--- config.mk ---
export PLATFORM = sky130hd
export DESIGN_NAME = fde_mix
export DESIGN_NICKNAME = d
export VERILOG_FILES = /design/src/rtl/fde_pkg.sv /design/src/rtl/fde_mix.sv
export SDC_FILE = /design/constraint.sdc
export NUM_CORES = 2
export LEC_CHECK = 0
export BUFFER_PORTS_ARGS = -buffer_cell sky130_fd_sc_hd__clkbuf_2
export CORE_AREA = 2 2 398 282
export CTS_CLUSTER_SIZE = 30
export DETAILED_ROUTE_END_ITERATION = 8
export DIE_AREA = 0 0 400 284
export SLEW_MARGIN = 30
export SYNTH_ARGS = -nofsm -noshare
export SYNTH_HDL_FRONTEND = slang
export SYNTH_SLANG_ARGS = --single-unit
--- constraint.sdc ---
create_clock -name clk -period 6 [get_ports clk]
set_input_delay 1.2 -clock clk [delete_from_list [all_inputs] [get_ports clk]]
set_output_delay 1.2 -clock clk [all_outputs]
set_load 0.02 [all_outputs]
--- src/rtl/fde_pkg.sv ---
// Package for the feedback delay echo: sizes, register codes, pipeline structs
// and the rounding/saturation helpers.
// Used by every module of the block; depends on nothing.
package fde_pkg;

	// Core sizes. MAX_DELAY must be a power of two: line positions wrap naturally.
	localparam int MAX_DELAY   = 65536;
	localparam int CHANNELS    = 2;
	localparam int SAMPLE_BITS = 24;

	localparam int PTR_W     = $clog2(MAX_DELAY);
	localparam int CH_W      = (CHANNELS > 1) ? $clog2(CHANNELS) : 1;
	localparam int MEM_DEPTH = CHANNELS * MAX_DELAY;
	localparam int ADDR_W    = $clog2(MEM_DEPTH);

	// Gains are unsigned Q2.15; a gain register is wide enough to hold 1.0
	localparam int GAIN_SHIFT = 15;
	localparam int GAIN_W     = GAIN_SHIFT + 2;
	localparam logic [GAIN_W-1:0] GAIN_ONE = GAIN_W'(2 ** GAIN_SHIFT);

	// Configuration register widths
	localparam int DELAY_W = 17;
	localparam int FB_W    = 15;
	localparam int WET_W   = 16;
	localparam int CFG_W   = 17;
	localparam int CFG_IDX_W = 2;

	localparam logic [DELAY_W-1:0] DELAY_RESET = DELAY_W'(24000);
	localparam logic [FB_W-1:0]    FB_RESET    = FB_W'(16384);
	localparam logic [GAIN_W-1:0]  WET_RESET   = GAIN_W'(16384);

	// Products and sums: sample times a signed gain operand of GAIN_W+1 bits
	localparam int SUM_W = SAMPLE_BITS + GAIN_W + 1;
	localparam logic signed [SUM_W-1:0] ROUND_HALF = SUM_W'(2 ** (GAIN_SHIFT - 1));
	localparam logic signed [SUM_W-1:0] SAT_MAX    = SUM_W'((2 ** (SAMPLE_BITS - 1)) - 1);
	localparam logic signed [SUM_W-1:0] SAT_MIN    = -SAT_MAX - SUM_W'(1);

	// Result queue
	localparam int OUT_DEPTH = 4;
	localparam int OUT_PTR_W = $clog2(OUT_DEPTH);
	localparam int OUT_CNT_W = $clog2(OUT_DEPTH + 1);

	typedef enum logic [CFG_IDX_W-1:0] {
		REG_DELAY    = 2'd0,
		REG_FEEDBACK = 2'd1,
		REG_WET      = 2'd2
	} cfg_reg_t;

	// Item leaving the line stage, delayed sample already resolved
	typedef struct packed {
		logic                          valid;
		logic [CH_W-1:0]               ch;
		logic [ADDR_W-1:0]             addr;
		logic signed [SAMPLE_BITS-1:0] x;
		logic signed [SAMPLE_BITS-1:0] delayed;
	} line_item_t;

	// Write-back into the delay store
	typedef struct packed {
		logic                          en;
		logic [ADDR_W-1:0]             addr;
		logic signed [SAMPLE_BITS-1:0] data;
	} wr_port_t;

	typedef struct packed {
		logic signed [SAMPLE_BITS-1:0] y;
		logic [CH_W-1:0]               ch;
	} result_t;

	// Channel index modulo CHANNELS
	function automatic logic [CH_W-1:0] ch_reduce(input logic c);
		if (CHANNELS == 1)
			return '0;
		return CH_W'(c);
	endfunction

	// Clamp to the signed sample range
	function automatic logic signed [SAMPLE_BITS-1:0] sat_sample(
		input logic signed [SUM_W-1:0] v);
		if (v > SAT_MAX)
			return SAT_MAX[SAMPLE_BITS-1:0];
		if (v < SAT_MIN)
			return SAT_MIN[SAMPLE_BITS-1:0];
		return v[SAMPLE_BITS-1:0];
	endfunction

endpackage

--- src/rtl/fde_mix.sv ---
// Gain and mix stage: three products, then rounding, saturation, write-back
// value and output sample. Depends on fde_pkg.
module fde_mix (
	input  logic                           clk,
	input  logic                           arst_n,
	input  fde_pkg::line_item_t            s1,
	input  logic [fde_pkg::FB_W-1:0]       fb,
	input  logic [fde_pkg::GAIN_W-1:0]     wet,
	input  logic [fde_pkg::GAIN_W-1:0]     dry,
	output fde_pkg::wr_port_t              wb,
	output logic                           res_valid,
	output fde_pkg::result_t               res
);

	logic signed [fde_pkg::SAMPLE_BITS-1:0] d_in;
	logic signed [fde_pkg::SAMPLE_BITS-1:0] x_in;
	logic signed [fde_pkg::GAIN_W:0]        fb_op;
	logic signed [fde_pkg::GAIN_W:0]        wet_op;
	logic signed [fde_pkg::GAIN_W:0]        dry_op;
	logic signed [fde_pkg::SUM_W-1:0]       fbp;
	logic signed [fde_pkg::SUM_W-1:0]       xp;
	logic signed [fde_pkg::SUM_W-1:0]       dp;

	logic                                   valid_s2;
	logic signed [fde_pkg::SUM_W-1:0]       fbp_s2;
	logic signed [fde_pkg::SUM_W-1:0]       xp_s2;
	logic signed [fde_pkg::SUM_W-1:0]       dp_s2;
	logic signed [fde_pkg::SAMPLE_BITS-1:0] x_s2;
	logic [fde_pkg::CH_W-1:0]               ch_s2;
	logic [fde_pkg::ADDR_W-1:0]             addr_s2;

	logic signed [fde_pkg::SUM_W-1:0]       x_ext;
	logic signed [fde_pkg::SUM_W-1:0]       fb_rnd;
	logic signed [fde_pkg::SUM_W-1:0]       y_rnd;

	// Products, all exact
	always_comb begin
		d_in   = s1.delayed;
		x_in   = s1.x;
		fb_op  = $signed({1'b0, fde_pkg::GAIN_W'(fb)});
		wet_op = $signed({1'b0, wet});
		dry_op = $signed({1'b0, dry});
		fbp    = d_in * fb_op;
		xp     = x_in * dry_op;
		dp     = d_in * wet_op;
	end

	always_ff @(posedge clk or negedge arst_n) begin
		if (!arst_n)
			valid_s2 <= 1'b0;
		else
			valid_s2 <= s1.valid;
	end

	always_ff @(posedge clk) begin
		fbp_s2  <= fbp;
		xp_s2   <= xp;
		dp_s2   <= dp;
		x_s2    <= s1.x;
		ch_s2   <= s1.ch;
		addr_s2 <= s1.addr;
	end

	// Round half up (floor shift), then clamp
	always_comb begin
		x_ext  = fde_pkg::SUM_W'(x_s2);
		fb_rnd = (fbp_s2 + fde_pkg::ROUND_HALF) >>> fde_pkg::GAIN_SHIFT;
		y_rnd  = (xp_s2 + dp_s2 + fde_pkg::ROUND_HALF) >>> fde_pkg::GAIN_SHIFT;
		wb.en   = valid_s2;
		wb.addr = addr_s2;
		wb.data = fde_pkg::sat_sample(x_ext + fb_rnd);
		res_valid = valid_s2;
		res.y     = fde_pkg::sat_sample(y_rnd);
		res.ch    = ch_s2;
	end

endmodule

* Word-level counts from Yosys, hierarchy flattened
Cells that the tools add are included.
Storage, ports and cells: flip-flop bits (word level) 167, input port bits 118, output and inout bits 68, logic and storage cells 32
Cells by class: $add $sub $neg 4, multiply operators 3, $lt $le $gt $ge 4, muxes and demuxes 14
Operators with widths (count):
- two-way mux 24 bit | 8
- multiplier 24 x 18 -> 42 bit | 2
- greater-than comparator 27 x 24 -> 1 bit, second input constant | 2
- < comparator 27 x 24 -> 1 bit, second input constant | 2
- adder 42 x 16 -> 42 bit, second input constant | 1
- adder 42 bit | 1
- adder 40 x 16 -> 41 bit, second input constant | 1
- multiplier 24 x 16 -> 40 bit | 1
- adder 24 x 26 -> 27 bit | 1
- two-way mux 1 bit | 6

* Logic depth before layout (Yosys ltp)
word-level depth 7, mapped depth 26, depth with buffers taken out 25

* Least setup slack after synthesis
Ideal clock, no wire load.
kind in2reg, start point in wet[9] (netlist name), end point reg dp_s2[41] (netlist name), library setup time 0.120 ns, arrival time 7.008 ns, required time 5.880 ns, setup slack -1.128 ns, stages 25, buffers on the path 1, cells stage by stage clkbuf_1 -> nand2_1 -> fa_1 -> inv_1 -> fa_1 -> inv_1 -> fa_1 -> inv_1 -> fa_1 -> fa_1 -> inv_1 -> fa_1 -> inv_1 -> ha_1 -> and4_1 -> nand2_1 -> a311oi_1 -> o41a_1 -> nor2_2 -> o21ai_1 -> o41ai_2 -> nor2_1 -> a2111oi_2 -> a21oi_1 -> xnor2_1
On the way: word-level cells in the longest chain between the ends 1
Ends and longest elaborated chain:
- start, declared | line fde_mix.sv:8 | input logic [fde_pkg::GAIN_W-1:0] wet,
- multiplier 24 x 18 -> 42 bit | line fde_mix.sv:45 | dp = d_in * wet_op;
- net dp, one bit | line fde_mix.sv:22 | logic signed [fde_pkg::SUM_W-1:0] dp;
- end signal, assigned | line fde_mix.sv:58 | dp_s2 <= dp;
- end, declared | line fde_mix.sv:27 | logic signed [fde_pkg::SUM_W-1:0] dp_s2;
The timed path passes the listed nets, and every way through them passes these cells.

* Final worst setup path
start point in s1[11] (netlist name), end point reg dp_s2[30] (netlist name)
On the way: word-level cells in the longest chain between the ends 1
Ends and longest elaborated chain:
- start, declared | line fde_mix.sv:6 | input fde_pkg::line_item_t s1,
- multiplier 24 x 18 -> 42 bit | line fde_mix.sv:45
- net dp, one bit | line fde_mix.sv:22
The timed path passes the listed nets, and every way through them passes these cells.

==> results.toml <==
[status]
outcome = "finished, violations left"
violations = "setup timing"

[logic_synthesis]
synth-adder-area-share = 0.574
synth_cell_type_count = 70
yosysTopAreaCell = "fa_1"
avgSynthCellArea_um2 = 9.07
async_flop_share = 0.00654
ys_seq_area_frac = 0.0626
yosys.area.top_type_share = 0.471
synth_fp_nets = 7074
yosys-top-cells-area = "fa_1 47%, inv_1 11%, ha_1 10%"
syn_inst = 5399
synth_edf_count = 0
synth_xor_area_frac = 0.0320
synth_top_family_by_area = "adder cells"
synth_area_um2 = 49000
yosys.area_share.simple = 0.151
ys_ff_latch = 153
yosysWarnings = 0
ys.flop_type = "dfxtp_1"
synth_compound_area_frac = 0.0577
muxShareOfSynthArea = 0.000204

[placed_design]
hpwlAfterDp_mm = 113
port_buffers = 185
place_congestion = 0.903
dp_cells = 7502

[timing]
max_slew_margin = 0.639
drv_slew = 0
tightest_slew_ps = 528
rsz0062_at_grt = "yes"
max_freq_mhz = 148
period_minus_slack_ps = 6750
fin_crit_sh = 1.13
finalSetupViolations = 65
fin_ws_ps = -754
hold_viol = 0

[setup_path]
cpLargestDelayFamily = "adder cells"
critPathMaxStageDelay_ps = 560
arrival_ps = 7090
cpMostUsedCell = "fa_1"
cp-end-kind = "register"
path_buf_inv = 7
crit_type = "in2reg"
cp.required_ps = 6330
startpoint_type = "input pin"
crit_fanout = 5
critPathSlowestCell = "fa_1"

[cts]
root_buffer = "clkbuf_16"
clock_path_buffers = 2
htree_levels = 4
cts_tree = "yes"
cts_made_buffers = 17
cts_sinks = 153
clk_pin_slew_worst_paths_ps = 70

[global_route]
grt_max_degree = 22
antenna_found_initial = 5
gr-usage-all-layers = 0.238
grt_pass1_wl_mm = 214
grt-ovfl-total = 0
grt_pass1_vias = 40100

[drt]
dr.first_iter.drc_count = 2295
avgViaCountPerCell = 4.89
ant_nets = 0
wl_per_cell_um = 17.2
vias = 37300
drt-total-wl_mm = 131
drc = 0
first_pass_iters = 6

[min_path]
min_path_type = "in2async"

[floorplanning]
core_um2 = 110000
die_h_um = 284
ioPinCount = 186
die_width_um = 400
initial_utilization = 0.446
num_rows = 102
die_area_um2 = 114000

[run]
maxCapViolCount = 0

[final_layout]
fillers = 9860
drive_gt1_frac = 0.228
syn2layout_area_growth_pct = 23.7
nNetsFinal = 7826
fin_cells = 7622
-- what timing repair did --
action	4_1_cts	5_1_grt
cloned	4	3
pin swaps	138	164
buffers inserted	67	47
hold buffers	0	0
setup endpoints to repair	96	113
resized for setup	331	213
-- layer usage --
| layer | global-route usage | routed length (um) | vias to the layer above |
|---|---|---|---|
| met5 | 0 | 21 | - |
| met4 | 0.0353 | 1850 | 4 |
| met3 | 0.0467 | 9040 | 111 |
| met2 | 0.376 | 60000 | 911 |
| met1 | 0.345 | 59800 | 19000 |
| li1 | - | - | 17300 |
-- worst max path at each step --
| stage | slack, ps | start | to | cells after the start |
|---|---|---|---|---|
| finish | -750 | s1[11] | dp_s2[30] | 26 |
| global route | -950 | wet[8] | dp_s2[41] | 24 |
| CTS | -680 | s1[8] | dp_s2[30] | 25 |
| detailed placement | -1490 | wet[3] | dp_s2[40] | 24 |
| global placement | -1340 | wet[6] | dp_s2[41] | 25 |
| floorplan | -810 | wet[6] | dp_s2[41] | 24 |
-- cells by family (layout without fill, tap and decap cells) --
family / after synthesis / count (layout)
xor gates and xnor gates: 179 / 179
adders and majority gates: 1557 / 1557
buffers and inverters: 1592 / 2357
other: 0 / 2
and+or+nand+nor: 1493 / 1493
DFF: 153 / 153
AOI/OAI and AO/OA: 424 / 424
muxes: 1 / 1
-- synth_stat cells, drive strengths merged, types with 6 or more instances --
library cell and instances:
a211oi 13, a21o 86, a21oi 116, a31o 6
a31oi 17, and2 569, and3 24, buf 6
clkbuf 202, dfxtp 152, fa 1152, ha 405
inv 1384, nand2 677, nand2b 17, nand3 44
nand4 13, nor2 82, nor2b 24, nor3 23
o211ai 8, o21a 22, o21ai 89, o21bai 15
or3 7, xnor2 127, xor2 52
-- registers in the layout (all words and copies together), names as in the netlist --
name / count
addr_s2: 17
ch_s2: 1
dp_s2: 42
fbp_s2: 26
res_valid: 1
x_s2: 24
xp_s2: 42
-- placed cells by master, fill, tap and decap left out, drive strengths merged, types with 5 or more instances in the layout --
cell type  instances
a21o              86
a211oi            13
buf              764
nand2b            17
o21ai             89
clkbuf           193
nand2            677
o21bai            15
o31ai              5
inv             1394
a31o               6
nor2b             24
nand3             44
dfxtp            152
nand4             13
and3              24
nor2              82
a21boi             5
fa              1152
or3                7
a21oi            116
a211o              5
xor2              52
ha               405
xnor2            127
o211ai             8
o21a              22
nor3              23
and2             569
a31oi             17
-- layout make-up --
type,count,area (um^2),share of cell area
tap,1456,1820,0.0301
timing repair buffer,941,7920,0.131
antenna,2,5.00,0.0000826
multi-input combinational,3654,42000,0.692
inverter,1384,5190,0.0857
clock buffer,17,425,0.00702
sequential,153,3070,0.0507
clock inverter,15,198,0.00326
-- metrics by stage --
stage          setup slack [ps]  TNS [ps]   util  instance area [um^2]  hold slack [ps]
6_report                   -754    -23500  0.552                 60600              508
3_5_place_dp              -1490    -72380  0.518                 56900              977
4_1_cts                    -685    -23380  0.542                 59500              487
2_1_floorplan              -814    -16030      -                 49900              904
3_3_place_gp              -1340    -69860  0.518                 56900              976
5_1_grt                    -950    -36330  0.552                 60600              492
Power is left out: the tool's default activity adds up to more than one toggle a clock period on the data nets, which glitch-free logic cannot reach.
