===== config.mk =====
export PLATFORM = sky130hd
export DESIGN_NAME = fde_out_fifo
export DESIGN_NICKNAME = d
export VERILOG_FILES = /design/src/rtl/fde_pkg.sv /design/src/rtl/fde_out_fifo.sv
export SDC_FILE = /design/constraint.sdc
export NUM_CORES = 1
export LEC_CHECK = 0
export BUFFER_PORTS_ARGS = -buffer_cell sky130_fd_sc_hd__buf_2
export CORE_UTILIZATION = 42
export DETAILED_ROUTE_END_ITERATION = 12
export SLEW_MARGIN = 20
export SYNTH_ARGS = -nofsm -noshare
export SYNTH_HDL_FRONTEND = slang
export SYNTH_SLANG_ARGS = --single-unit

===== constraint.sdc =====
create_clock -name clk -period 2.5 [get_ports clk]
set_input_delay 0.375 -clock clk [delete_from_list [all_inputs] [get_ports clk]]
set_output_delay 0.375 -clock clk [all_outputs]
set_load 0.02 [all_outputs]

===== src/rtl/fde_pkg.sv =====
// Package for the feedback delay echo: sizes, register codes, pipeline structs
// and the rounding/saturation helpers.
// Used by every module of the block; depends on nothing.
package fde_pkg;

	// Core sizes. MAX_DELAY must be a power of two: line positions wrap naturally.
	localparam int MAX_DELAY   = 65536;
	localparam int CHANNELS    = 2;
	localparam int SAMPLE_BITS = 24;

	localparam int PTR_W     = $clog2(MAX_DELAY);
	localparam int CH_W      = (CHANNELS > 1) ? $clog2(CHANNELS) : 1;
	localparam int MEM_DEPTH = CHANNELS * MAX_DELAY;
	localparam int ADDR_W    = $clog2(MEM_DEPTH);

	// Gains are unsigned Q2.15; a gain register is wide enough to hold 1.0
	localparam int GAIN_SHIFT = 15;
	localparam int GAIN_W     = GAIN_SHIFT + 2;
	localparam logic [GAIN_W-1:0] GAIN_ONE = GAIN_W'(2 ** GAIN_SHIFT);

	// Configuration register widths
	localparam int DELAY_W = 17;
	localparam int FB_W    = 15;
	localparam int WET_W   = 16;
	localparam int CFG_W   = 17;
	localparam int CFG_IDX_W = 2;

	localparam logic [DELAY_W-1:0] DELAY_RESET = DELAY_W'(24000);
	localparam logic [FB_W-1:0]    FB_RESET    = FB_W'(16384);
	localparam logic [GAIN_W-1:0]  WET_RESET   = GAIN_W'(16384);

	// Products and sums: sample times a signed gain operand of GAIN_W+1 bits
	localparam int SUM_W = SAMPLE_BITS + GAIN_W + 1;
	localparam logic signed [SUM_W-1:0] ROUND_HALF = SUM_W'(2 ** (GAIN_SHIFT - 1));
	localparam logic signed [SUM_W-1:0] SAT_MAX    = SUM_W'((2 ** (SAMPLE_BITS - 1)) - 1);
	localparam logic signed [SUM_W-1:0] SAT_MIN    = -SAT_MAX - SUM_W'(1);

	// Result queue
	localparam int OUT_DEPTH = 4;
	localparam int OUT_PTR_W = $clog2(OUT_DEPTH);
	localparam int OUT_CNT_W = $clog2(OUT_DEPTH + 1);

	typedef enum logic [CFG_IDX_W-1:0] {
		REG_DELAY    = 2'd0,
		REG_FEEDBACK = 2'd1,
		REG_WET      = 2'd2
	} cfg_reg_t;

	// Item leaving the line stage, delayed sample already resolved
	typedef struct packed {
		logic                          valid;
		logic [CH_W-1:0]               ch;
		logic [ADDR_W-1:0]             addr;
		logic signed [SAMPLE_BITS-1:0] x;
		logic signed [SAMPLE_BITS-1:0] delayed;
	} line_item_t;

	// Write-back into the delay store
	typedef struct packed {
		logic                          en;
		logic [ADDR_W-1:0]             addr;
		logic signed [SAMPLE_BITS-1:0] data;
	} wr_port_t;

	typedef struct packed {
		logic signed [SAMPLE_BITS-1:0] y;
		logic [CH_W-1:0]               ch;
	} result_t;

	// Channel index modulo CHANNELS
	function automatic logic [CH_W-1:0] ch_reduce(input logic c);
		if (CHANNELS == 1)
			return '0;
		return CH_W'(c);
	endfunction

	// Clamp to the signed sample range
	function automatic logic signed [SAMPLE_BITS-1:0] sat_sample(
		input logic signed [SUM_W-1:0] v);
		if (v > SAT_MAX)
			return SAT_MAX[SAMPLE_BITS-1:0];
		if (v < SAT_MIN)
			return SAT_MIN[SAMPLE_BITS-1:0];
		return v[SAMPLE_BITS-1:0];
	endfunction

endpackage


===== src/rtl/fde_out_fifo.sv =====
// Result queue between the pipeline and the output stream.
// Depends on fde_pkg.
module fde_out_fifo (
	input  logic                          clk,
	input  logic                          arst_n,
	input  logic                          push,
	input  fde_pkg::result_t              din,
	output logic                          out_valid,
	input  logic                          out_ready,
	output fde_pkg::result_t              dout,
	output logic [fde_pkg::OUT_CNT_W-1:0] count
);

	fde_pkg::result_t                 entry_q [fde_pkg::OUT_DEPTH];
	logic [fde_pkg::OUT_PTR_W-1:0]    wr_ptr_q;
	logic [fde_pkg::OUT_PTR_W-1:0]    rd_ptr_q;
	logic [fde_pkg::OUT_CNT_W-1:0]    count_q;
	logic                             pop;

	assign out_valid = (count_q != '0);
	assign pop       = out_valid && out_ready;
	assign dout      = entry_q[rd_ptr_q];
	assign count     = count_q;

	// Pointers and fill level
	always_ff @(posedge clk or negedge arst_n) begin
		if (!arst_n) begin
			wr_ptr_q <= '0;
			rd_ptr_q <= '0;
			count_q  <= '0;
		end else begin
			if (push)
				wr_ptr_q <= wr_ptr_q + 1'b1;
			if (pop)
				rd_ptr_q <= rd_ptr_q + 1'b1;
			if (push && !pop)
				count_q <= count_q + 1'b1;
			else if (pop && !push)
				count_q <= count_q - 1'b1;
		end
	end

	always_ff @(posedge clk) begin
		if (push)
			entry_q[wr_ptr_q] <= din;
	end

	a_no_overflow: assert property (@(posedge clk) disable iff (!arst_n)
		!(push && !pop && (count_q == fde_pkg::OUT_CNT_W'(fde_pkg::OUT_DEPTH))))
		else $error("result queue overflow");

endmodule


Yosys cells after proc, flatten, opt, wreduce, memory -nomap -nowiden --
Memories as Yosys holds them, arrays and structs flattened. Cells that the tools add are included.
Cells by class: bitwise gates (word level) 0, shift operators 0, divide/modulo/power cells 0, multiplexer cells 4, order comparisons 0, multipliers 0, equal/unequal tests 0, add/sub/neg operators 4, reductions and logical operators 7
Operators with widths (number):
- 3-bit two-way mux | 2
- 2-bit by 1-bit adder with 2-bit output, second input constant | 2
- 3-bit by 1-bit adder with 3-bit output, second input constant | 1
- 1-bit logical AND | 3
- 3-bit nonzero test | 1
- 3-bit by 1-bit subtractor with 3-bit output, second input constant | 1
- 1-bit zero test | 2
- 1-bit two-way mux | 2
- 2-bit nonzero test | 1
Word-level totals: register bits after elaboration 7, memories 1, latch bits 0, input port bits 29, bits in writable memories 100, ROM bits 0
Memories:
- entry_q | depth 4, bits a word 25, rd ports 1, clocked after memory_dff 0, wr ports 1, RTL line fde_out_fifo.sv:14 | fde_pkg::result_t entry_q [fde_pkg::OUT_DEPTH];

Depth between registers and ports, before layout --
Gate-level depths: netlist (run 1).
depth after elaboration 5, gate-level depth with buffers 8, depth with buffers taken out 8

Worst setup path before layout (run 1) --
OpenSTA, ideal clock, no wires.
kind reg2reg, start point register count_q (netlist bit count[0]), end point register count_q (netlist bit count[2]), arrival 2.119 ns, cell stages (with the launch flop) 9, required time 2.421 ns, setup slack 0.302 ns, path through dfrtp_1 or3_1 nand2_1 ha_1 inv_1 fa_1 xor2_1 nor2_1 xor2_1
On the way: word-level cells in the longest chain between the ends 5, elaborated cells on any way between the ends 10, those cells by class add/sub (2); mux (2); reduce/logical (6)
RTL lines:
- from (decl) | RTL line fde_out_fifo.sv:17 | logic [fde_pkg::OUT_CNT_W-1:0] count_q;
- from (signal assigned) | RTL line fde_out_fifo.sv:37 | count_q <= count_q + 1'b1;
- from (signal assigned) | RTL line fde_out_fifo.sv:39 | count_q <= count_q - 1'b1;
- 3-bit nonzero test * | RTL line fde_out_fifo.sv:20 | assign out_valid = (count_q != '0);
- named net out_valid | RTL line fde_out_fifo.sv:8 | output logic out_valid,
- 1-bit logical AND * | RTL line fde_out_fifo.sv:21 | assign pop = out_valid && out_ready;
- 1-bit zero test | RTL line fde_out_fifo.sv:36 | if (push && !pop)
- 1-bit logical AND | RTL line fde_out_fifo.sv:36
- 3-bit two-way mux / 2-bit nonzero test (equally long branches)
The timed path passes the listed nets; every way through them passes the cells marked *. The select of a mux whose other input is x is not followed. A chain may end at the register's enable or synchronous reset.

==> run_results.csv, run 1 <==
group,metric,value,unit
status,status,"finished, final reports clean",
clock_network,cts.htree.levels,3,
critical_path,start_kind,"register",
critical_path,worst-r2r-cell-count,8,
critical_path,critPathMaxStageDelay,0.62,ns
floorplan,rows,35,
synthesis,synth_flop_cell,"edfxtp_1",
global_route,grt_pass1_vias,1870,
synthesis,syn-cell-area,0.00404,sq mm
global_route,grt_use_met2,21.5,%
critical_path,path_class,"reg2out",
synthesis,ys_types,19,
floorplan,die_area,0.0100,sq mm
min_path,hold_path_depth,1,
synthesis,yosys_warnings,0,
critical_path,rr_endpoint,"count[2]",
floorplan,die_h,100,um
global_route,gr-total-overflow,0,
global_route,use_met1,18.7,%
pwr,ir_drop,566,uV
route,drt-pass1-iter-count,4,
global_route,busiest_layer,"met2",
clock_network,cts_buffer_depth,2,
clock_network,clock-sinks,107,
sta,skew,0.00508,ns
placement,hpwl,4.16,mm
clock_network,clock_latency,0.36,ns
sta,slew_headroom,77.5,%
critical_path,crit_buf_inv,2,
global_route,grt_util_all_layers,14.0,%
sta,rsz0062_at_grt,"false",
route,wl,6.46,mm
critical_path,end_kind,"output pin",
floorplan,dieWidth,100,um
synthesis,synth_area_leaders,"edfxtp_1, mux4_2, mux4_1",
synthesis,synthArstFlopShare,6.54,%
floorplan,start_util,43.6,%
clock_network,cts_resized,0,
route,route.vias.total,1804,
clock_network,clockRootBuffer,"clkbuf_8",
global_route,grt_max_degree,18,
synthesis,yosysSeqAreaShare,78.6,%
pwr,finalPower,5.35,mW
clock_network,cts_tree,"done",
finish,drive_gt1_share,42.6,%
pwr,powerDensity,1130,mW/mm^2
clock_network,cts_made_buffers,9,
min_path,hold_class,"in2reg",
sta,fin_crit,2.22,ns
global_route,grt_pass1_wl,10.0,mm
critical_path,cp_top_family,"multiplexers",
finish,fin_cells,373,
critical_path,required,2.12,ns
finish,nNetsFinal,274,
sta,tightest_slew,0.337,ns
critical_path,r2r_slack,0.38,ns
min_path,min-delay-start,"din[8]",
placement,gp_congestion,0.691,
sta,setup_tns,0,ns
synthesis,synth-edff-count,100,
floorplan,core,0.00928,sq mm
job,max_cap_viol_count,0,
synthesis,postSynthCellCount,164,
min_path,hold_path_end,"entry_q[3][8]",
route,routed_via_density,4.84,
placement,dp.cells,356,
critical_path,arrival,1.84,ns
synthesis,synth_most_common_cell,"edfxtp_1",
finish,syn2layout_area_growth,16.7,%
floorplan,ios,58,
sta,max_freq,451,MHz
finish,fillers,782,
sta,post-route-period-util,88.7,%
sta,finalSetupViolCount,0,
sta,hold_viol,0,
synthesis,ys_seq_elements,107,
synthesis,synth.avg_cell_area,24.7,sq um
synthesis,syn_nets,199,
clock_network,cts.clk_slew.worst_paths,0.09,ns
critical_path,timing.rr.start,"count[0]",
route,ant_nets,0,
critical_path,slowest_stage,"mux4_1",
route,drc,0,
placement,io_buffers,57,
global_route,antenna_found_initial,0,
route,drt-initial-drc-count,83,
finish,insertedDiodeCount,0,
critical_path,cp_cell_sequence,"buf_4 > mux4_1 > buf_2",
route,drt-wirelength-per-cell,17.3,um
synthesis,synth_top_area_cell,"edfxtp_1",
critical_path,crit_fanout,17,
sta,maxSlewViolCount,0,
synthesis,synth_commonest_cells,"edfxtp_1, mux4_2, dfrtp_1, mux4_1, ha_1",
global_route,use_met3,3.97,%
synthesis,synth.top_cell.area_share,74.3,%
pwr,p_leak,1.68,nW
==> where the power goes <==
| part | switching [mW] | leakage, nW | internal, mW | total [mW] |
|---|---|---|---|---|
| registers | 0.107 | 1.00 | 2.35 | 2.46 |
| logic | 1.08 | 0.583 | 0.794 | 1.87 |
| clock network | 0.552 | 0.0966 | 0.465 | 1.02 |
| total | 1.74 | 1.68 | 3.61 | 5.35 |
==> per-layer routing <==
layer,vias to the layer above,wire [um]
met1,919,2960
met3,9,264
li1,830,-
met5,-,0
met2,46,3130
met4,0,105
==> final cells by class <==
type | count | area [sq um] | area share [%]
flip-flops and latches | 107 | 3180 | 67.4
well taps | 129 | 161 | 3.42
inverters | 3 | 11.3 | 0.239
repair buffers | 70 | 385 | 8.17
clock buffers | 10 | 128 | 2.70
multi-input cells | 48 | 788 | 16.7
clock inverters | 6 | 65.1 | 1.38
==> layout by cell type (no fill, tap or decap), types with 2 or more instances in the layout <==
cell and count:
buf_4 12, inv_1 3, buf_2 57, edfxtp_1 100, clkinv_2 2, dfrtp_1 6, mux4_1 7, xnor2_1 3
clkbuf_8 9, and2_1 4, nand2_1 2, xor2_1 3, mux4_2 18, ha_1 5
==> cells by family after synthesis <==
| family | count (synthesis) | synth area share (%) |
|---|---|---|
| xor gates and xnor gates | 6 | 1.30 |
| AOI/OAI and AO/OA | 1 | 0.124 |
| buffers and inverters | 9 | 1.92 |
| adders and majority gates | 6 | 2.04 |
| DFF | 107 | 78.6 |
| muxes | 26 | 14.9 |
| and+or+nand+nor | 9 | 1.18 |
==> what timing repair did <==
| item | 4_1_cts | 5_1_grt |
|---|---|---|
| setup buffers | 0 | 0 |
| hold buffers | 1 | 0 |
| endpoints found under the hold margin | 7 | 0 |
==> sequential cells by signal (all words and copies together), names as in the netlist <==
register	count
entry_q	100
count	3
rd_ptr_q	2
wr_ptr_q	2
==> worst max path at each step <==
stage / startpoint / end / cells after the start
global placement: count[0] / count[2] / 8
floorplan: count[0] / count[2] / 8
finish: rd_ptr_q[0] / dout[18] / 3
CTS: rd_ptr_q[0] / dout[24] / 3
detailed placement: count[0] / count[2] / 8
global route: rd_ptr_q[0] / dout[18] / 3
==> through the flow <==
step | util, % | area [sq um] | hold slack (ns) | setup slack [ns]
floorplan | - | 4040 | 0.0794 | 0.302
CTS | 50.8 | 4720 | 0.208 | 0.251
finish | 50.8 | 4720 | 0.224 | 0.283
global placement | 48.6 | 4520 | 0.218 | 0.470
global route | 50.8 | 4720 | 0.208 | 0.192
detailed placement | 48.6 | 4520 | 0.218 | 0.394
Power figures use the tool's default switching activity.
==> inputs of run 2 (changes only) <==
--- a/config.mk
+++ b/config.mk
@@ -10,2 +10,3 @@
 export DETAILED_ROUTE_END_ITERATION = 12
+export GPL_TIMING_DRIVEN = 0
 export SLEW_MARGIN = 20
==> constraint.sdc (replaced) <==
create_clock -name clk -period 2.5 [get_ports clk]
set_input_delay 0.25 -clock clk [delete_from_list [all_inputs] [get_ports clk]]
set_output_delay 0.25 -clock clk [all_outputs]
set_load 0.02 [all_outputs]
==> run 2 against run 1 <==
Against the previous run: utilization grew 0.094 points; wire length increased by 1.1%; clock skew up 0.0017 ns; fmax is 4.2% higher; non-clock buffer count shrank 6; sequential share of layout area is 0.15 points lower; global-route usage rose by 0.061 points; worst hold slack lost 0.12 ns; critical path type is now reg2reg; highest routed layer unchanged.
==> run_results.csv, run 2 (synthesized netlist as in run 1, its figures left out) <==
group,metric,value,unit
clock_network,cts_made_buffers,9,
global_route,use_met1,19.4,%
sta,maxSlewViolCount,0,
critical_path,critPathMaxStageDelay,0.45,ns
route,wl,6.53,mm
global_route,use_met3,3.76,%
critical_path,arrival,2.41,ns
route,ant_nets,0,
critical_path,critPathMostFrequentCell,"xor2_1",
global_route,grt_use_met2,21.7,%
finish,top_register,"entry_q",
sta,max_freq,470,MHz
floorplan,start_util,43.6,%
critical_path,crit_buf_inv,1,
finish,syn2layout_area_growth,16.9,%
clock_network,holdBufCountCts,1,
finish,regArea,0.00318,sq mm
global_route,grt_util_all_layers,14.0,%
critical_path,slowest_stage,"dfrtp_1",
global_route,grt_max_degree,26,
placement,gp_congestion,0.714,
critical_path,crit_cells,8,
sta,layout_setup_ws,0.373,ns
sta,hold_viol,0,
critical_path,timing.rr.start,"count[0]",
min_path,min-delay-start,"din[23]",
floorplan,core,0.00928,sq mm
finish,multi_input_area,793,sq um
sta,slew_headroom,51.4,%
critical_path,r2r_slack,0.37,ns
route,route.vias.total,1818,
critical_path,start_kind,"register",
min_path,hold_class,"in2reg",
job,max_cap_viol_count,0,
sta,skew,0.00680,ns
global_route,grt_pass1_vias,1808,
floorplan,ios,58,
clock_network,clock-sinks,107,
sta,post-route-period-util,85.1,%
status,status,"finished, final reports clean",
global_route,antenna_found_initial,0,
critical_path,crit_start,"count[0]",
clock_network,clock_latency,0.36,ns
finish,nNetsFinal,268,
sta,tightest_slew,0.730,ns
pwr,p_leak,1.67,nW
pwr,ir_drop,483,uV
global_route,busiest_layer,"met2",
critical_path,end_kind,"register",
floorplan,dieWidth,100,um
finish,layout_common_cells,"edfxtp_1, buf_2, mux4_2, clkbuf_8",
finish,final_common_cell,"edfxtp_1",
floorplan,die_h,100,um
finish,drive_gt1_share,42.4,%
global_route,grt_pass1_wl,10.1,mm
finish,fillers,785,
clock_network,cts.htree.levels,3,
critical_path,crit_fanout,4,
critical_path,path_class,"reg2reg",
clock_network,cts_buffer_depth,2,
placement,io_buffers,57,
clock_network,cts.clk_slew.worst_paths,0.10,ns
pwr,powerDensity,1170,mW/mm^2
placement,pre_cts_ws,0.378,ns
critical_path,cp_cell_sequence,"or3_1 > nand2_1 > ha_1 > inv_1 > fa_1 > xor2_1 > nor2_1 > xor2_1",
finish,insertedDiodeCount,0,
clock_network,cts_tree,"done",
route,drt-pass1-iter-count,4,
min_path,hold_path_depth,1,
route,routed_via_density,4.95,
floorplan,die_area,0.0100,sq mm
finish,finish.utilization,50.9,%
floorplan,rows,35,
critical_path,cp_top_family,"simple AND/OR/NAND/NOR gates",
finish,largest_reg_flops,100,
route,drt-initial-drc-count,42,
clock_network,cts_setup_buffers,0,
critical_path,required,2.78,ns
global_route,gr-total-overflow,0,
critical_path,worst-r2r-cell-count,8,
route,drc,0,
placement,hpwl,3.89,mm
sta,fin_crit,2.13,ns
route,drt-wirelength-per-cell,17.8,um
clock_network,clockRootBuffer,"clkbuf_8",
sta,finalSetupViolCount,0,
sta,rsz0062_at_grt,"false",
sta,setup_tns,0,ns
clock_network,cts_resized,0,
-- run 2: cell count changes in the layout (fill, tap and decap cells not counted), sizes merged --
cell / before / now
bufinv: 1 / 2
clkinv: 3 / 2
inv: 4 / 5
buf: 69 / 63
clkbuf: 10 / 9
-- run 2: final timing paths --
path / to
max: count[2]
max reg2reg: count[2]
min reg2reg: count[2]
max in group asynchronous: rd_ptr_q[1]
min in group asynchronous: count[2]
min: entry_q[1][23]
-- run 2: area by class of cell --
class | count | area share [%]
multi-input cells | 48 | 16.8
repair buffers | 58 | 6.25
inverters | 3 | 0.238
clock buffers | 9 | 2.62
plain buffers | 6 | 1.40
flip-flops and latches | 107 | 67.2
well taps | 129 | 3.41
clock inverters | 7 | 2.06
-- run 2: layer usage --
layer | wire, um | share of wire, % | vias to the layer above
met2 | 3200 | 49 | 52
met5 | 0 | 0 | -
li1 | - | - | 824
met3 | 296 | 4.5 | 6
met4 | 62 | 0.95 | 0
met1 | 2970 | 45 | 936
-- run 2: stage by stage --
| stage | area [sq um] | hold slack [ns] | std cells | total power [mW] |
|---|---|---|---|---|
| finish | 4730 | 0.103 | 367 | 5.52 |
| global placement | 4490 | 0.0903 | 350 | 4.43 |
| detailed placement | 4500 | 0.0949 | 350 | 4.45 |
| floorplan | 4040 | -0.0456 | 164 | 3.86 |
| global route | 4730 | 0.0774 | 367 | 5.80 |
| CTS | 4730 | 0.0824 | 367 | 5.60 |
-- run 2: where the power goes --
| part | internal (mW) | switching (mW) | total (mW) |
|---|---|---|---|
| combinational | 0.811 | 1.09 | 1.90 |
| clock | 0.570 | 0.589 | 1.16 |
| sequential | 2.36 | 0.101 | 2.46 |
| total | 3.74 | 1.78 | 5.52 |
==> inputs of run 3 (changes only) <==
- BUFFER_PORTS_ARGS: -buffer_cell sky130_fd_sc_hd__buf_2 -> not set
- DONT_BUFFER_PORTS: not set -> 1
==> run 3 against run 2 <==
Against the previous run: global-route usage grew 0.31 points; final cell count fell by 8.4%; clock power shrank 12%; largest power group unchanged; highest routed layer unchanged.
==> run_results.csv, run 3 (synthesized netlist as in run 1, its figures left out) <==
group,metric,value,unit
status,status,"finished, final reports clean",
critical_path,start_kind,"register",
min_path,min-delay-start,"out_ready",
finish,layout_common_cells,"edfxtp_1, dlygate4sd3_1, mux4_2, clkbuf_8",
critical_path,crit_fanout,4,
route,drt-wirelength-per-cell,19.6,um
finish,largest_reg_flops,100,
critical_path,worst-r2r-cell-count,8,
clock_network,cts_tree,"done",
global_route,antenna_found_initial,0,
floorplan,ios,58,
finish,drive_gt1_share,21.3,%
pwr,ir_drop,712,uV
placement,place_area,0.00421,sq mm
clock_network,cts.htree.levels,3,
placement,gp_congestion,0.657,
min_path,hold_path_end,"rd_ptr_q[1]",
clock_network,cts_buffer_depth,2,
sta,skew,0.0132,ns
critical_path,required,2.78,ns
sta,layout_setup_ws,0.152,ns
pwr,finalPower,5.18,mW
min_path,hold_class,"in2reg",
floorplan,dieWidth,100,um
placement,hpwl,4.03,mm
critical_path,r2r_slack,0.15,ns
clock_network,cts_setup_buffers,0,
critical_path,arrival,2.63,ns
critical_path,rr_endpoint,"count[2]",
sta,slew_headroom,51.5,%
placement,io_buffers,0,
sta,rsz0062_at_grt,"false",
global_route,use_met3,4.39,%
route,routed_via_density,5.13,
clock_network,clockRootBuffer,"clkbuf_8",
route,drt-pass1-iter-count,4,
route,ant_nets,0,
clock_network,cts_made_buffers,9,
job,max_cap_viol_count,0,
finish,top_register,"entry_q",
floorplan,rows,35,
clock_network,holdBufCountCts,27,
sta,maxSlewViolCount,0,
sta,setup_tns,0,ns
sta,post-route-period-util,93.9,%
critical_path,path_class,"reg2reg",
finish,insertedDiodeCount,0,
min_path,hold_path_depth,2,
global_route,grt_pass1_vias,1847,
global_route,grt_max_degree,26,
finish,design_area,0.00467,sq mm
critical_path,end_kind,"register",
global_route,gr-total-overflow,0,
placement,pre_cts_ws,0.149,ns
clock_network,clock-sinks,107,
global_route,grt_use_met2,24.9,%
pwr,p_leak,1.54,nW
global_route,use_met1,16.2,%
route,wl,6.60,mm
clock_network,cts.clk_slew.worst_paths,0.08,ns
finish,fillers,790,
sta,finalSetupViolCount,0,
finish,syn2layout_area_growth,15.5,%
route,route.vias.total,1722,
clock_network,clock_latency,0.36,ns
floorplan,die_h,100,um
global_route,busiest_layer,"met2",
route,drt-initial-drc-count,41,
critical_path,timing.rr.start,"count[0]",
global_route,grt_util_all_layers,14.3,%
floorplan,start_util,43.6,%
global_route,grt_pass1_wl,10.1,mm
sta,hold_viol,0,
clock_network,cts_resized,0,
route,drc,0,
sta,tightest_slew,0.728,ns
pwr,powerDensity,1110,mW/mm^2
finish,final_common_cell,"edfxtp_1",
floorplan,die_area,0.0100,sq mm
sta,max_freq,426,MHz
sta,fin_crit,2.35,ns
finish,nNetsFinal,237,
floorplan,core,0.00928,sq mm
run 3: how the worst max path moves through the flow:
| stage | startpoint | end | slack [ns] | depth (start not counted) |
|---|---|---|---|---|
| finish | count[0] | count[2] | 0.15 | 8 |
| global route | count[0] | count[2] | 0.03 | 8 |
| CTS | count[0] | count[2] | 0.13 | 8 |
| detailed placement | count[0] | count[2] | 0.15 | 8 |
| global placement | count[0] | count[2] | 0.22 | 8 |
| floorplan | count[0] | count[2] | 0.30 | 8 |
run 3: worst max-delay path: stages (launching register included):
cell	delay, ns
dfrtp_1	0.51
or3_1	0.55
nand2_1	0.16
ha_1	0.20
inv_1	0.06
fa_1	0.38
xor2_1	0.16
nor2_1	0.11
xor2_1	0.14
run 3: metrics by stage:
stage	instances	hold slack (ns)	util (%)
5_1_grt	336	0.0590	50.3
4_1_cts	336	0.0551	50.3
2_1_floorplan	164	-0.0456	-
3_3_place_gp	293	-0.0454	45.3
3_5_place_dp	293	-0.0454	45.4
6_report	336	0.0684	50.3
run 3: report_power, final:
group	switching [mW]	internal, mW	total [mW]
registers	0.144	2.36	2.50
logic	1.01	0.649	1.66
clock network	0.554	0.464	1.02
run 3: layer usage:
metal	vias up	share of wire [%]
met5	-	0
met1	905	41
met2	52	52
li1	754	-
met4	0	1.9
met3	11	5.2
run 3: final cells by class:
type	instances	area (sq um)	share of cell area, %
sequential	107	3180	68.0
multi-input combinational	48	793	17.0
inverter	3	11.3	0.241
timing repair buffer	27	270	5.78
clock inverter	6	63.8	1.37
buffer	6	66.3	1.42
clock buffer	10	128	2.73
tap	129	161	3.45
